$ cat src/design/ptpp_ram.sv
// Generic single-write, single-read RAM with registered read data.
module ptpp_ram #(
    parameter int WIDTH = 48,
    parameter int DEPTH = 64
) (
    input  logic                     clk,
    input  logic                     we,
    input  logic [$clog2(DEPTH)-1:0] waddr,
    input  logic [WIDTH-1:0]         wdata,
    input  logic [$clog2(DEPTH)-1:0] raddr,
    output logic [WIDTH-1:0]         rdata
);
    logic [WIDTH-1:0] mem [DEPTH];

    always_ff @(posedge clk)
    begin
        if (we)
        begin
            mem[waddr] <= wdata;
        end
        rdata <= mem[raddr];
    end
endmodule

$ cat config.mk
export PLATFORM = sky130hd
export DESIGN_NAME = ptpp_ram
export DESIGN_NICKNAME = d
export VERILOG_FILES = /design/src/design/ptpp_ram.sv
export SDC_FILE = /design/constraint.sdc
export NUM_CORES = 2
export LEC_CHECK = 0
export BUFFER_PORTS_ARGS = -buffer_cell sky130_fd_sc_hd__clkbuf_2
export CAP_MARGIN = 20
export CORE_MARGIN = 5
export CORE_UTILIZATION = 35
export CTS_CLUSTER_DIAMETER = 150
export DETAILED_ROUTE_END_ITERATION = 10
export PLACE_DENSITY_LB_ADDON = 0.25
export REMOVE_ABC_BUFFERS = 1
export SLEW_MARGIN = 10
export SYNTH_ARGS = -nofsm -noshare
export SYNTH_HDL_FRONTEND = slang
export SYNTH_SLANG_ARGS = --single-unit
$ cat constraint.sdc
create_clock -name clk -period 6.18 [get_ports clk]
set_input_delay 1.545 -clock clk [delete_from_list [all_inputs] [get_ports clk]]
set_output_delay 1.545 -clock clk [all_outputs]
set_load 0.1 [all_outputs]
**Word-level counts from Yosys, hierarchy flattened**

Memory sizes are Yosys's and may differ from the RTL's. A register that Yosys moved wholly into a read port is not among the register bits.
Cells that the tools add are included.

- Bits in registers: 0
- Bits in writable memories: 3,072
- Input port bits: 62
- Output and inout port bits: 48
- Logic and storage cells: 3
- Memories: 1

- Mux-type cells: 2

Memories:

| name | words | width | read ports | clocked after Yosys merged registers in | write ports | RTL line | RTL |
|---|---|---|---|---|---|---|---|
| mem | 64 | 48 | 1 | 1 | 1 | 13 | `logic [WIDTH-1:0] mem [DEPTH];` |

Operators with widths:

| cell | count |
|---|---|
| $mux W1 | 2 |

**Logic depth before layout (Yosys ltp)**

- Word-level depth: 2
- Mapped depth: 9

**Worst setup path after synthesis**

OpenSTA, ideal clock, no wires.

- Path kind: input port to flip-flop
- Start point: input waddr[3]
- End point: memory mem[48][0] (enable)
- Data arrival time: 5.317 ns
- Required time: 5.667 ns
- Setup slack: 0.350 ns
- Cell stages on the path: 4
- Path buffers: 1
- Path through: clkbuf_1 nor2b_1 nand4b_1 nor3_1

RTL lines:

| what | RTL line | RTL |
|---|---|---|
| from (decl) | 8 | `input logic [$clog2(DEPTH)-1:0] waddr,` |
| to (decl) | 13 |  |

No word-level cell before the write port.

==> impl_results.md <==
- Wire length on met1: 141.3 mm
- GRT Util Overall: 0.1885
- Max-cap viol count: 0
- DRC viols: 0
- Total CTS buffers: about 330
- Seq pwr share: 0.517
- Worst Hold Path EP: rdata[20]$_DFF_P_
- Internal power: around 36 mW
- Placement Cell Area: 124,900 um2
- YS warnings: 0
- DP HPWL: 177.1 mm
- Synth Area in XOR/XNOR: 0
- Reg clk slew, reported paths: 60 ps
- Post-Route WL: 333.5 mm
- H-Tree Depth: 5
- Sequential fraction of the synthesis area: 0.7959
- Vias per cell: 5.650
- Commonest non-fill, non-tap cell in the layout: edfxtp_1
- Max VDD drop: 0.0002429 V
- Pre-antenna DRT Iters: 7
- P_sw: about 9.9 mW
- Final nets: 5,449
- Setup CP Type: input pin to flop
- Post-cts hold buffer count: 0
- CTS max path bufs: 4
- DR iter-0 viols: 7,166
- Total core area: between 300,000 and 400,000 um2
- Mapped Cells: 4,970
- Crit path capture type: flop
- WHS: 787.2 ps
- Die Wd: 588.5 um
- Fin. Hold Viols: 0
- Status: complete, no violations
- Synth Cell Area: 117,100 um2
- Final Cell Area: 136,200 um2
- RR Startpoint: mem[15][44]$_DFFE_PP_
- Total gr overflow: 0
- Clock share of power: 0.429
- Sink Count: 3,120
- Worst reg2reg setup slack: 4040 ps
- Antenna-violating nets left: 0
- Library cells used by synthesis: 36
- Worst EP arrival: 4570 ps
- CTS Root Cell: clkbuf_16
- Compound-Gate Fraction of Synth Area: 0.03024
- Net Sw Frac: 0.2180
- CP max FO: 83
- First-pass GRT wire length: 464.4 mm
- Pwr per Cell Area: 333.5 nW/um2
- Combinational power share: 0.054
- Post-CTS Setup Bufs: 0
- Max layer used: met5
- Post-synth ARST share: 0
- Cts repair resizes: 0
- FMAX: 257.8 MHz
- Initial antenna violation count: 18
- Die area: approximately 350,000 um2
- DR WL/cell: between 30 and 40 um
- Mux contribution to synthesized area: 0.1515
- Hold Path Depth: 4
- Reg2reg end: rdata[44]$_DFF_P_
- Flop and latch count out of synthesis: 3,120
- Vias in the first global route: approximately 58k
- Startpoint Class: input pin
- # port buffers: 109
- Metal3 WL: 22.58 mm
- Die Height: about 590 um
- Post-synth EDFFs: roughly 3.1k
- Tmin final: 3878 ps
- Slew Viols, Final: 0
- Setup TNS: 0 ps
- Clock Latency Late Sink: 910 ps
- Setup violations, final: 0
- Layout cell share with drive strength beyond 1: 0.2966
- Crit. Startpoint: raddr[0]
- Io pins: 110
- Starting Density: 0.3513
- Hold Startpoint: mem[58][20]$_DFFE_PP_
- Leakage: 42.02 nW
- Min-Delay Path Class: flop to flop
- Routability cong.: 0.7514
- Worst slew margin: 0.2096
- WP data required: 6870 ps
- Largest family of logic cells by synthesized area: multiplexers
- Synthesis-to-finish area growth: 16.32%
- Largest cells by area after synthesis: edfxtp_1 (79%), mux4_2 (14%), dfxtp_1 (0.82%), o22ai_1 (0.65%), a221oi_1 (0.62%)
- Final Cycle Share: 0.6276
- CTS tree: built
- Top FF cell, synth: edfxtp_1
- Largest net degree at the start of global routing: 89
- Clock skew: between 50 and 60 ps
- Simple-Gate Fraction of Synth Area: 0.009572
- Avg Cell Area, Syn: 23.56 um2
- Tightest Pin Transition: 1186 ps
- Via count: approximately 57k
- Commonest non-fill, non-tap cells in the layout: edfxtp_1 (3,072), mux4_2 (754), clkbuf_16 (337)
- Cell Rows: 212
- Synth top area share: 0.7877
- Adder-Cell Fraction of Synth Area: 0
- Reg2reg path depth: 5
- Met2 Wirelength: 161.3 mm
- Unrepaired setup endpoints after global routing: false
- Yosys top cell by area: edfxtp_1
final cells by class:
class	instances	area (um2)
clock buffers	414	8772
flip-flops and latches	3120	93210
repair buffers	368	4051
well taps	4387	5489
multi-input cells	1568	22950
diodes	2	5.005
fillers	28799	197200
clock inverters	171	1753
critical path: stages:
cell,delay (ps)
buf_12,530
buf_12,320
buf_12,230
mux4_2,550
mux2i_1,320
a211oi_1,120
a21oi_1,480
nor2_1,210
cell usage after synthesis, types with 57 or more instances:
| library cell | n |
|---|---|
| o22ai_1 | 122 |
| mux2i_1 | 63 |
| a21oi_1 | 74 |
| a22o_1 | 57 |
| edfxtp_1 | 3072 |
| a22oi_1 | 72 |
| clkbuf_1 | 98 |
| mux4_2 | 754 |
| a221oi_1 | 83 |
| nor2_1 | 132 |
| buf_2 | 98 |
| buf_4 | 62 |
metrics by stage:
step	setup slack [ps]	total power [mW]	util	cells
after global placement	1340	26.35	0.3742	9395
final	2302	45.44	0.4086	10030
after global routing	2157	46.84	0.4086	10030
after floorplan	502.1	25.12	-	4688
after detailed placement	1335	26.39	0.3745	9403
after CTS	2263	45.79	0.4061	9988
power groups by stage:
| stage | logic, mW | clock network, mW | registers [mW] |
|---|---|---|---|
| global route | 2.59 | 20.7 | 23.5 |
| CTS | 2.41 | 19.8 | 23.5 |
| detailed placement | 2.41 | 0 | 24.0 |
| finish | 2.45 | 19.5 | 23.5 |
| global placement | 2.38 | 0 | 24.0 |
| floorplan | 0.862 | 0 | 24.3 |
flip-flops by register name, indices dropped and copies added, names as in the netlist:
| register | count |
|---|---|
| rdata | 48 |
| mem | 3072 |
logic make-up (layout without fill, tap and decap cells):
kind of cell / count (synthesis) / count (layout)
DFF: 3120 / 3120
muxes: 829 / 829
AOI/OAI and AO/OA: 486 / 486
buffers and inverters: 282 / 953
and+or+nand+nor: 253 / 253
other: 0 / 2
worst max-delay path by stage:
stage                                 endpoint  slack [ps]  depth (start not counted)
after floorplan           mem[48][0]$_DFFE_PP_         500                          3
after global placement       rdata[36]$_DFF_P_        1340                          6
after detailed placement     rdata[44]$_DFF_P_        1340                          8
after CTS                    rdata[44]$_DFF_P_        2260                          8
after global routing         rdata[44]$_DFF_P_        2160                          8
final                        rdata[44]$_DFF_P_        2300                          8
layer usage:
metal / GRT usage / vias to the layer above
li1: - / 22384
met1: 0.2698 / 31475
met2: 0.3060 / 2308
met3: 0.02851 / 496
met4: 0.04433 / 2
met5: 0 / -
Note: power is estimated with default switching activity, not from simulation.
